[src/sv/tcwq_pkg.sv]
// tcwq_pkg: shared types, codes and sizes for the two-class weighted queue
// used by every module of the block; depends on nothing
`timescale 1ns / 1ps
`default_nettype none

package tcwq_pkg;

  // queue geometry
  localparam int unsigned QueueDepth = 64;
  localparam int unsigned PtrW       = (QueueDepth > 1) ? $clog2(QueueDepth) : 1;
  localparam int unsigned FillW      = $clog2(QueueDepth + 1);
  localparam int unsigned DataW      = 32;

  // burst limit register
  localparam int unsigned LimitW     = 4;
  localparam logic [LimitW-1:0] LimitReset = 4'd4;
  localparam logic [LimitW-1:0] RunMax     = 4'd15;

  // configuration port
  localparam int unsigned AddrW      = 3;
  localparam logic [AddrW-1:0] RegLimitAddr = 3'd0;

  // operation codes
  localparam logic OpEnqueue = 1'b0;
  localparam logic OpServe   = 1'b1;

  // class codes
  localparam logic ClassPref   = 1'b0;
  localparam logic ClassNormal = 1'b1;

  typedef enum logic [1:0] {
    ST_ENQUEUED = 2'd0,
    ST_DROPPED  = 2'd1,
    ST_SERVED   = 2'd2,
    ST_NOTHING  = 2'd3
  } status_e;

  // per-queue occupancy flags
  typedef struct packed {
    logic empty;
    logic full;
  } fifo_stat_t;

  // decisions for one accepted beat
  typedef struct packed {
    logic    push_norm;
    logic    push_pref;
    logic    pop_norm;
    logic    pop_pref;
    status_e status;
    logic    served_class;
  } arb_ctl_t;

endpackage

`default_nettype wire

[src/sv/two_class_weighted_queue.sv]
// two_class_weighted_queue: top level, two class queues with a weighted server
// depends on tcwq_pkg, tcwq_fifo, tcwq_arb, tcwq_apb
//
// Usage:
//   A command beat (operation_i, item_value_i, item_class_i) is taken at a
//   rising edge where start is high and busy is low. busy stays low, so one
//   beat can be taken on every cycle.
//   Enqueue appends item_value_i to the normal or preferential queue, each
//   QueueDepth entries; a full queue drops the beat and reports it.
//   Serve pops preferential entries until the run count exceeds the burst
//   limit, then forces one normal entry; an empty side yields to the other.
//   Each beat gives exactly one result on status_o, served_value_o and
//   served_class_o, marked by result_valid_o for one cycle, in the cycle after
//   the beat is taken. Throughput is one beat per cycle, set by the single
//   pointer/count update and the registered memory read per queue.
//   The receiver cannot stall; results are not held.
//   Reset empties both queues, clears the run count and sets the burst
//   limit to 4. Queue memories are not cleared; no clearing pass runs.
//   The burst limit sits at byte address 0 of the apb-style port.
`timescale 1ns / 1ps
`default_nettype none

module two_class_weighted_queue
  import tcwq_pkg::*;
(
  input  wire logic              clk_i,
  input  wire logic              rst_ni,
  // command channel
  input  wire logic              start,
  output logic                   busy,
  input  wire logic              operation_i,
  input  wire logic [DataW-1:0]  item_value_i,
  input  wire logic              item_class_i,
  // result channel
  output logic                   result_valid_o,
  output logic      [1:0]        status_o,
  output logic      [DataW-1:0]  served_value_o,
  output logic                   served_class_o,
  // configuration port
  input  wire logic              psel,
  input  wire logic              penable,
  input  wire logic              pwrite,
  input  wire logic [AddrW-1:0]  paddr,
  input  wire logic [31:0]       pwdata,
  output logic      [31:0]       prdata,
  output logic                   pready
);

  logic              accept;
  logic [LimitW-1:0] limit;
  fifo_stat_t        norm_stat, pref_stat;
  arb_ctl_t          ctl;
  logic [DataW-1:0]  norm_rdata, pref_rdata;
  logic              valid_q;
  status_e           status_q;
  logic              class_q;

  assign busy   = 1'b0;
  assign accept = start && !busy;

  // configuration
  tcwq_apb u_apb (
    .clk_i   (clk_i),
    .rst_ni  (rst_ni),
    .psel    (psel),
    .penable (penable),
    .pwrite  (pwrite),
    .paddr   (paddr),
    .pwdata  (pwdata),
    .prdata  (prdata),
    .pready  (pready),
    .limit_o (limit)
  );

  // decision logic
  tcwq_arb u_arb (
    .clk_i        (clk_i),
    .rst_ni       (rst_ni),
    .accept_i     (accept),
    .operation_i  (operation_i),
    .item_class_i (item_class_i),
    .norm_stat_i  (norm_stat),
    .pref_stat_i  (pref_stat),
    .limit_i      (limit),
    .ctl_o        (ctl)
  );

  // normal queue
  tcwq_fifo u_norm (
    .clk_i   (clk_i),
    .rst_ni  (rst_ni),
    .push_i  (ctl.push_norm),
    .pop_i   (ctl.pop_norm),
    .wdata_i (item_value_i),
    .stat_o  (norm_stat),
    .rdata_o (norm_rdata)
  );

  // preferential queue
  tcwq_fifo u_pref (
    .clk_i   (clk_i),
    .rst_ni  (rst_ni),
    .push_i  (ctl.push_pref),
    .pop_i   (ctl.pop_pref),
    .wdata_i (item_value_i),
    .stat_o  (pref_stat),
    .rdata_o (pref_rdata)
  );

  // result register
  always_ff @(posedge clk_i or negedge rst_ni) begin
    if (!rst_ni) begin
      valid_q <= 1'b0;
    end else begin
      valid_q <= accept;
    end
  end

  always_ff @(posedge clk_i) begin
    if (accept) begin
      status_q <= ctl.status;
      class_q  <= (ctl.status == ST_SERVED) ? ctl.served_class : 1'b0;
    end
  end

  // result beat
  assign result_valid_o = valid_q;
  assign status_o       = status_q;
  assign served_class_o = class_q;
  assign served_value_o = (status_q != ST_SERVED)  ? '0 :
                          (class_q == ClassNormal) ? norm_rdata : pref_rdata;

  // one result beat in the cycle after each accepted command
  a_result_follows: assert property (@(posedge clk_i) disable iff (!rst_ni)
    accept |=> result_valid_o)
    else $error("result beat missing after accepted command");

  // at most one queue is touched per beat
  a_one_queue_op: assert property (@(posedge clk_i) disable iff (!rst_ni)
    $onehot0({ctl.push_norm, ctl.push_pref, ctl.pop_norm, ctl.pop_pref}))
    else $error("more than one queue operation in one beat");

  // a normal class result only comes with a served status
  a_class_served: assert property (@(posedge clk_i) disable iff (!rst_ni)
    (result_valid_o && served_class_o) |-> (status_o == ST_SERVED))
    else $error("served class set without a served status");

  // nothing to serve only when both queues were empty at the command
  a_nothing_empty: assert property (@(posedge clk_i) disable iff (!rst_ni)
    (accept && operation_i == OpServe && !(norm_stat.empty && pref_stat.empty))
      |=> (status_o == ST_SERVED))
    else $error("serve reported empty with entries queued");

endmodule

`default_nettype wire

[src/sv/tcwq_fifo.sv]
// tcwq_fifo: one class queue, a memory with read/write pointers and a fill count
// depends on tcwq_pkg
`timescale 1ns / 1ps
`default_nettype none

module tcwq_fifo
  import tcwq_pkg::*;
(
  input  wire logic             clk_i,
  input  wire logic             rst_ni,
  input  wire logic             push_i,
  input  wire logic             pop_i,
  input  wire logic [DataW-1:0] wdata_i,
  output fifo_stat_t            stat_o,
  output logic      [DataW-1:0] rdata_o
);

  logic [DataW-1:0] mem [QueueDepth];
  logic [PtrW-1:0]  rd_ptr_q, rd_ptr_d;
  logic [PtrW-1:0]  wr_ptr_q, wr_ptr_d;
  logic [FillW-1:0] fill_q, fill_d;
  logic [DataW-1:0] rdata_q;

  localparam logic [PtrW-1:0]  PtrLast  = PtrW'(QueueDepth - 1);
  localparam logic [FillW-1:0] FillFull = FillW'(QueueDepth);

  // occupancy flags
  assign stat_o.empty = (fill_q == '0);
  assign stat_o.full  = (fill_q == FillFull);

  // pointer and fill update, callers only push when not full and pop when not empty
  always_comb begin
    rd_ptr_d = rd_ptr_q;
    wr_ptr_d = wr_ptr_q;
    fill_d   = fill_q;
    if (push_i) begin
      wr_ptr_d = (wr_ptr_q == PtrLast) ? '0 : wr_ptr_q + 1'b1;
      fill_d   = fill_q + 1'b1;
    end
    if (pop_i) begin
      rd_ptr_d = (rd_ptr_q == PtrLast) ? '0 : rd_ptr_q + 1'b1;
      fill_d   = fill_q - 1'b1;
    end
  end

  always_ff @(posedge clk_i or negedge rst_ni) begin
    if (!rst_ni) begin
      rd_ptr_q <= '0;
      wr_ptr_q <= '0;
      fill_q   <= '0;
    end else begin
      rd_ptr_q <= rd_ptr_d;
      wr_ptr_q <= wr_ptr_d;
      fill_q   <= fill_d;
    end
  end

  // storage write
  always_ff @(posedge clk_i) begin
    if (push_i) begin
      mem[wr_ptr_q] <= wdata_i;
    end
  end

  // registered head read on pop
  always_ff @(posedge clk_i) begin
    if (pop_i) begin
      rdata_q <= mem[rd_ptr_q];
    end
  end

  assign rdata_o = rdata_q;

endmodule

`default_nettype wire

[src/sv/tcwq_arb.sv]
// tcwq_arb: per-beat decision logic and preferential run counter
// depends on tcwq_pkg
`timescale 1ns / 1ps
`default_nettype none

module tcwq_arb
  import tcwq_pkg::*;
(
  input  wire logic              clk_i,
  input  wire logic              rst_ni,
  input  wire logic              accept_i,
  input  wire logic              operation_i,
  input  wire logic              item_class_i,
  input  wire fifo_stat_t        norm_stat_i,
  input  wire fifo_stat_t        pref_stat_i,
  input  wire logic [LimitW-1:0] limit_i,
  output arb_ctl_t               ctl_o
);

  logic [LimitW-1:0] run_q, run_d;
  logic              take_norm;

  // normal wins when preferential is empty, or when normal is not empty and the run is over the limit
  assign take_norm = pref_stat_i.empty ||
                     (!norm_stat_i.empty && (run_q > limit_i));

  always_comb begin
    ctl_o              = '0;
    ctl_o.status       = ST_ENQUEUED;
    ctl_o.served_class = ClassPref;
    run_d              = run_q;
    if (operation_i == OpEnqueue) begin
      if (item_class_i == ClassNormal) begin
        if (norm_stat_i.full) begin
          ctl_o.status = ST_DROPPED;
        end else begin
          ctl_o.push_norm = accept_i;
        end
      end else begin
        if (pref_stat_i.full) begin
          ctl_o.status = ST_DROPPED;
        end else begin
          ctl_o.push_pref = accept_i;
        end
      end
    end else if (norm_stat_i.empty && pref_stat_i.empty) begin
      ctl_o.status = ST_NOTHING;
    end else begin
      ctl_o.status = ST_SERVED;
      if (take_norm) begin
        ctl_o.pop_norm     = accept_i;
        ctl_o.served_class = ClassNormal;
        run_d              = '0;
      end else begin
        ctl_o.pop_pref     = accept_i;
        ctl_o.served_class = ClassPref;
        run_d              = (run_q < RunMax) ? run_q + 1'b1 : run_q;
      end
    end
  end

  // run count moves only on accepted serve beats
  always_ff @(posedge clk_i or negedge rst_ni) begin
    if (!rst_ni) begin
      run_q <= '0;
    end else if (accept_i) begin
      run_q <= run_d;
    end
  end

endmodule

`default_nettype wire

[src/sv/tcwq_apb.sv]
// tcwq_apb: configuration register file behind the apb-style port
// depends on tcwq_pkg
`timescale 1ns / 1ps
`default_nettype none

module tcwq_apb
  import tcwq_pkg::*;
(
  input  wire logic              clk_i,
  input  wire logic              rst_ni,
  input  wire logic              psel,
  input  wire logic              penable,
  input  wire logic              pwrite,
  input  wire logic [AddrW-1:0]  paddr,
  input  wire logic [31:0]       pwdata,
  output logic      [31:0]       prdata,
  output logic                   pready,
  output logic      [LimitW-1:0] limit_o
);

  logic [LimitW-1:0] limit_q;
  logic              wr_en;
  logic              sel_limit;

  assign pready    = 1'b1;
  assign sel_limit = (paddr[AddrW-1:2] == RegLimitAddr[AddrW-1:2]);
  assign wr_en     = psel && penable && pwrite && pready && sel_limit;

  // burst limit register
  always_ff @(posedge clk_i or negedge rst_ni) begin
    if (!rst_ni) begin
      limit_q <= LimitReset;
    end else if (wr_en) begin
      limit_q <= pwdata[LimitW-1:0];
    end
  end

  // read back
  assign prdata  = sel_limit ? {{(32-LimitW){1'b0}}, limit_q} : '0;
  assign limit_o = limit_q;

endmodule

`default_nettype wire

[config.mk]
export PLATFORM = sky130hd
export DESIGN_NAME = two_class_weighted_queue
export DESIGN_NICKNAME = d
export VERILOG_FILES = /design/src/sv/tcwq_pkg.sv /design/src/sv/two_class_weighted_queue.sv /design/src/sv/tcwq_fifo.sv /design/src/sv/tcwq_arb.sv /design/src/sv/tcwq_apb.sv
export SDC_FILE = /design/constraint.sdc
export NUM_CORES = 2
export LEC_CHECK = 0
export ABC_AREA = 0
export BUFFER_PORTS_ARGS = -buffer_cell sky130_fd_sc_hd__buf_2
export CAP_MARGIN = 15
export CORE_ASPECT_RATIO = 0.8
export CORE_MARGIN = 2
export CORE_UTILIZATION = 45
export DETAILED_ROUTE_END_ITERATION = 8
export GPL_ROUTABILITY_DRIVEN = 0
export GPL_TIMING_DRIVEN = 0
export PLACE_DENSITY = 0.61
export SYNTH_ARGS = -nofsm -noshare
export SYNTH_HDL_FRONTEND = slang
export SYNTH_SLANG_ARGS = --single-unit
[constraint.sdc]
create_clock -name clk_i -period 4.91 [get_ports clk_i]
set_input_delay 0.7365 -clock clk_i [delete_from_list [all_inputs] [get_ports clk_i]]
set_output_delay 0.7365 -clock clk_i [all_outputs]
set_load 0.01 [all_outputs]
## Yosys cells after proc, flatten, opt, wreduce, memory -nomap -nowiden

Memories as Yosys holds them, arrays and structs flattened. A register that Yosys moved wholly into a read port is not among the register bits.
Index checks and enable logic that the tools add are counted.

| storage, ports and cells | value |
|---|---|
| bits in registers | 50 |
| RAM bits | 4,096 |
| bits of input ports | 75 |
| word-level logic and storage cells | 82 |
| memories | 2 |

Memory list:

| name | words | width | read ports | clocked after Yosys merged registers in | wr ports | RTL line | RTL |
|---|---|---|---|---|---|---|---|
| u_norm.mem | 64 | 32 | 1 | 1 | 1 | tcwq_fifo.sv:18 | `logic [DataW-1:0] mem [QueueDepth];` |
| u_pref.mem | 64 | 32 | 1 | 1 | 1 | tcwq_fifo.sv:18 |  |

| cells by class | value |
|---|---|
| add/sub/neg operators | 9 |
| order comparisons | 2 |
| eq/ne operators | 8 |
| multiplexer cells | 32 |
| bitwise operators | 4 |
| reduce and logical (&&, ||, !) cells | 14 |

Operator list:

| kind | count |
|---|---|
| two-way mux 32 bit | 2 |
| two-way mux 7 bit | 4 |
| adder 6 x 1 -> 6 bit, second input constant | 4 |
| == test 6 bit, second input constant | 4 |
| two-way mux 6 bit | 4 |
| adder 7 x 1 -> 7 bit, second input constant | 2 |
| == test 7 bit, second input constant | 2 |
| logical NOT 7 bit | 2 |
| two-way mux 1 bit | 14 |
| subtractor 7 x 1 -> 7 bit, second input constant | 2 |
| two-way mux 4 bit | 3 |
| two-way mux 2 bit | 5 |
| nonzero test 2 bit | 3 |
| logical AND 1 bit | 5 |
| adder 4 x 1 -> 4 bit, second input constant | 1 |
| greater-than comparator 4 bit | 1 |
| < comparator 4 bit, second input constant | 1 |
| NOT 1 bit | 4 |
| AND reduction 4 bit | 1 |
| OR reduction 3 bit | 1 |
| == test 2 bit, second input constant | 1 |
| inequality test 2 bit, second input constant | 1 |
| logical NOT 1 bit | 1 |
| logical OR 1 bit | 1 |

## Longest topological paths before layout

| logic depth | value |
|---|---|
| word-level depth | 8 |
| depth in mapped cells | 15 |

## Cells and area by module

From an unflattened synthesis, not the netlist that was laid out.

| second synthesis, totals | value |
|---|---|
| cells, all modules | 7,293 |
| area total of the unflattened synthesis | 161,959.1 um^2 |

Modules (own cells, without submodules):

| module | instances | cells an instance | area each (um^2) | sequential area each (um^2) |
|---|---|---|---|---|
| tcwq_fifo at u_pref | 1 | 3,517 | 80,350.8 | 62,935.4 |
| tcwq_fifo at u_norm | 1 | 3,607 | 80,113.1 | 62,935.4 |
| two_class_weighted_queue | 1 | 80 | 666.9 | 115.1 |
| tcwq_apb | 1 | 44 | 430.4 | 101.3 |
| tcwq_arb | 1 | 45 | 397.9 | 100.1 |

## Worst setup path before layout

No wires, ideal clock.

| path | value |
|---|---|
| kind | reg-to-reg |
| start point | register u_arb.run_q[1] |
| end point | register u_norm.fill_q[5] |
| library setup time | 0.125 ns |
| arrival time | 3.766 ns |
| data required time | 4.785 ns |
| slack | 1.019 ns |
| cell stages (with the launch flop) | 13 |
| path through | dfrtp_1 ha_1 nor2b_1 o21a_1 o21a_1 o2111ai_1 nand2_1 ha_1 a21o_1 a21oi_1 o21ai_0 xor2_1 mux2_2 |

RTL lines:

| what | RTL line | RTL |
|---|---|---|
| start: declaration | tcwq_arb.sv:20 | `logic [LimitW-1:0] run_q, run_d;` |
| start signal: assignment | tcwq_arb.sv:67 | `run_q <= run_d;` |
| end signal: assignment | tcwq_fifo.sv:54 | `fill_q <= fill_d;` |
| end: declaration | tcwq_fifo.sv:21 | `logic [FillW-1:0] fill_q, fill_d;` |

## Worst setup path after layout

| path | value |
|---|---|
| start point | register class_q, in the netlist served_class_o |
| end point | output port served_value_o[26] |

| between the ends | value |
|---|---|
| word-level cells in the longest chain between the ends | 2 |

Ends and longest elaborated chain:

| what | RTL line | RTL |
|---|---|---|
| start: declaration | two_class_weighted_queue.sv:56 | `logic class_q;` |
| start signal: assignment | two_class_weighted_queue.sv:122 | `class_q <= (ctl.status == ST_SERVED) ? ctl.served_class : 1'b0;` |
| two-way mux 32 bit | two_class_weighted_queue.sv:131 | `(class_q == ClassNormal) ? norm_rdata : pref_rdata;` |
| two-way mux 32 bit | two_class_weighted_queue.sv:130 | `assign served_value_o = (status_q != ST_SERVED) ? '0 :` |
| end: declaration | two_class_weighted_queue.sv:37 | `output logic [DataW-1:0] served_value_o,` |

No other way between the ends.

==> reports/metrics.cfg <==
[cts]
htree_levels = 5
cts_buffers = 414
cts_tree = built
clk_latency_ps = 1020
clk_pin_slew_worst_paths_ps = 60
cts.path.max_buffers = 4
cts.sinks = 4210
clockRootBuffer = clkbuf_16
cts_setup_buffers = 0

[sta]
rsz0062_at_grt = false
worst_slew_pin_slew_ps = 1400
fmax_ghz = 0.200
min_period_ps = 5000
finalWorstSetupSlack_ps = -92.5
drv_slew = 0
fin_skew_ps = 98.4
setup-violations-final = 3
finalCritPeriodShare_pct = 102
hold_ws_ps = 97.6
relSlewSlack_pct = 6.55
hold_viol = 0

[yosys]
ys_types = 68
synth_xor_area_share_pct = 0.119
synth-simple-area-share_pct = 1.44
synthMuxAreaShare_pct = 17.1
netlist_area_um2 = 162000
yosys_warnings = 0
postSynth.asyncResetShare_pct = 1.12
ys_ff_latch = 4210
avgSynthCellArea_um2 = 23.1
postSynthCellCount = 6997
ys_seq_area_share_pct = 78.0
synth_compound_area_share_pct = 1.75
synth_fa_ha_area_share_pct = 0.172
synthFlopType = edfxtp_1
synth-edff-count = 4163
synth_top_family_by_area = multiplexers

[worst_setup_path]
critPathCaptureType = primary output
crit_path_max_fanout = 10
r2r_slack_ps = 0
start_kind = flip-flop
cp_data_required_time_ps = 4170
arrival_ps = 4270
worstSetupPathType = reg -> out

[power_and_ir_drop]
switchingPower_mw = 33.4
peakVddDrop_mv = 0.479
clock_power_share_pct = 30.7
swShare_pct = 32.3
p_int_mw = 70.0
power_per_cell_area_nw_per_um2 = 549
p_comb_share_pct = 30.1
power_mw = 103
leakagePower_nw = 59.0
seq_power_share_pct = 39.3

[global_route]
grt_max_degree = 96
grt_pass1_wl_um = 701000
overflow = 0
grtUsageTotal_pct = 28.6
grt_pass1_vias = 79978
antenna_found_initial = 44

[route]
routedWlPerCell_um = 40.8
final_antenna_net_count = 0
drc = 0
dr.pass1.iters = 9
vias = 85123
drt_iter0_markers = 16859
vias_per_cell = 6.61
drt-total-wl_um = 526000

[worst_hold_path]
hold_path_class = in -> reg

[placement]
io_buffers = 84
dpl-instance-area_um2 = 175000
detailed_place_hpwl_um = 353000

[floorplanning]
die-area_um2 = 364000
fp.coreArea_um2 = 357000
placementRows = 196
initial_core_util_pct = 45.3
die_w_um = 674
die_y_um = 540
ios = 145

[layout]
nFillCells = 27022
finalNetCount = 7880
fin_area_um2 = 188000
drive_gt1_share_pct = 30.0
final_common_cell = edfxtp_1
area_growth_pct = 16.5
most-common-layout-cells = 4163 x edfxtp_1, 1108 x mux4_2, 421 x clkbuf_16

[outcome]
status = finished with violations
violations = setup timing

[run]
max_cap_violations = 0

## logic make-up (layout without fill, tap and decap cells)
kind of cell	after synthesis	in the layout
xor+xnor	22	22
mux	1379	1379
flops	4210	4210
compound gates	419	419
buf+inv	420	1517
fa+ha+maj	21	21
simple gates	524	524
other cells	2	41
## flip-flops by register name, summed over array words and instances (netlist names)
signal / flops
u_apb.limit_o: 4
u_norm.rdata_o: 32
u_norm.rd_ptr_q: 6
u_norm.wr_ptr_q: 6
u_norm.fill_q: 7
u_pref.mem: 2048
status_o: 2
u_pref.fill_q: 7
u_pref.wr_ptr_q: 6
served_class_o: 1
u_norm.mem: 2048
result_valid_o: 1
u_pref.rdata_o: 32
u_arb.run_q: 4
u_pref.rd_ptr_q: 6
## metal layers
| metal | GRT usage (%) | up-vias | share of wire [%] |
|---|---|---|---|
| met2 | 39.3 | 7069 | 42 |
| met3 | 10.8 | 1081 | 16 |
| li1 | - | 31419 | - |
| met4 | 11.2 | 20 | 4.7 |
| met1 | 41.4 | 45534 | 38 |
| met5 | 0.0527 | - | 0.031 |
## cell type report
type / count / area, um2 / share of cell area, %
repair buffers: 344 / 6230 / 3.31
plain buffers: 395 / 2110 / 1.12
multi-input cells: 2395 / 34400 / 18.3
clock inverters: 256 / 2540 / 1.35
diodes: 11 / 27.5 / 0.0146
inverters: 24 / 90.1 / 0.0478
well taps: 4752 / 5950 / 3.16
clock buffers: 498 / 10800 / 5.75
flip-flops and latches: 4210 / 126000 / 67.0
## stage by stage
step	setup TNS (ps)	worst slack, ps	instances	util, %
6_report	-97.7	-92.5	12885	52.8
5_1_grt	0	1.44	12878	52.8
4_1_cts	0	128	12862	52.7
3_5_place_dp	-52650	-313	12103	48.9
3_3_place_gp	-7965130	-2860	11861	47.1
2_1_floorplan	0	1020	7025	-
## power groups by stage
| stage | combinational (mW) | clock (mW) | sequential [mW] |
|---|---|---|---|
| 2_1_floorplan | 17.0 | 0 | 41.2 |
| 3_5_place_dp | 29.9 | 0 | 41.3 |
| 5_1_grt | 31.7 | 33.3 | 40.6 |
| 4_1_cts | 30.0 | 31.9 | 40.6 |
| 3_3_place_gp | 29.0 | 0 | 41.4 |
| 6_report | 31.1 | 31.7 | 40.6 |
## worst max-delay path: stages (launching register included)
cell and delay, ps:
edfxtp_1 730, clkbuf_1 340, buf_1 890, mux2i_1 1100, nor2_1 60, buf_2 180
## timing repair
action                                  in CTS  in global routing
endpoints found under the setup margin       0                  2
gates resized for setup                      0                  1
hold buffers                                 5                  0
endpoints found under the hold margin       50                  0
## worst paths after layout
check	startpoint	cells after the start	end
max	served_class_o	5	served_value_o[26]
min	start	1	result_valid_o
max reg2reg	u_norm.rd_ptr_q[2]	7	u_norm.rdata_o[18]
min reg2reg	u_apb.limit_o[3]	1	u_apb.limit_o[3]
max in group asynchronous	rst_ni	2	u_pref.wr_ptr_q[2]
min in group asynchronous	rst_ni	2	u_apb.limit_o[0]
## synthesized netlist by cell type, types with 28 or more instances
cell | number | area (um2)
edfxtp_1 | 4163 | 125000
nand3_1 | 31 | 155
buf_2 | 119 | 596
mux2_2 | 31 | 349
o21ai_1 | 28 | 140
clkbuf_1 | 119 | 447
a21oi_1 | 63 | 315
mux2i_1 | 240 | 2400
nor3_1 | 30 | 150
nor2b_1 | 38 | 238
a211oi_1 | 31 | 233
o22ai_1 | 80 | 500
o21ai_0 | 37 | 185
buf_4 | 80 | 601
a22oi_1 | 37 | 278
dfrtp_1 | 46 | 1150
mux4_2 | 1108 | 25000
nor2_1 | 271 | 1020
buf_1 | 55 | 206
nand2_1 | 93 | 349
Note: power is estimated with default switching activity, not from simulation.
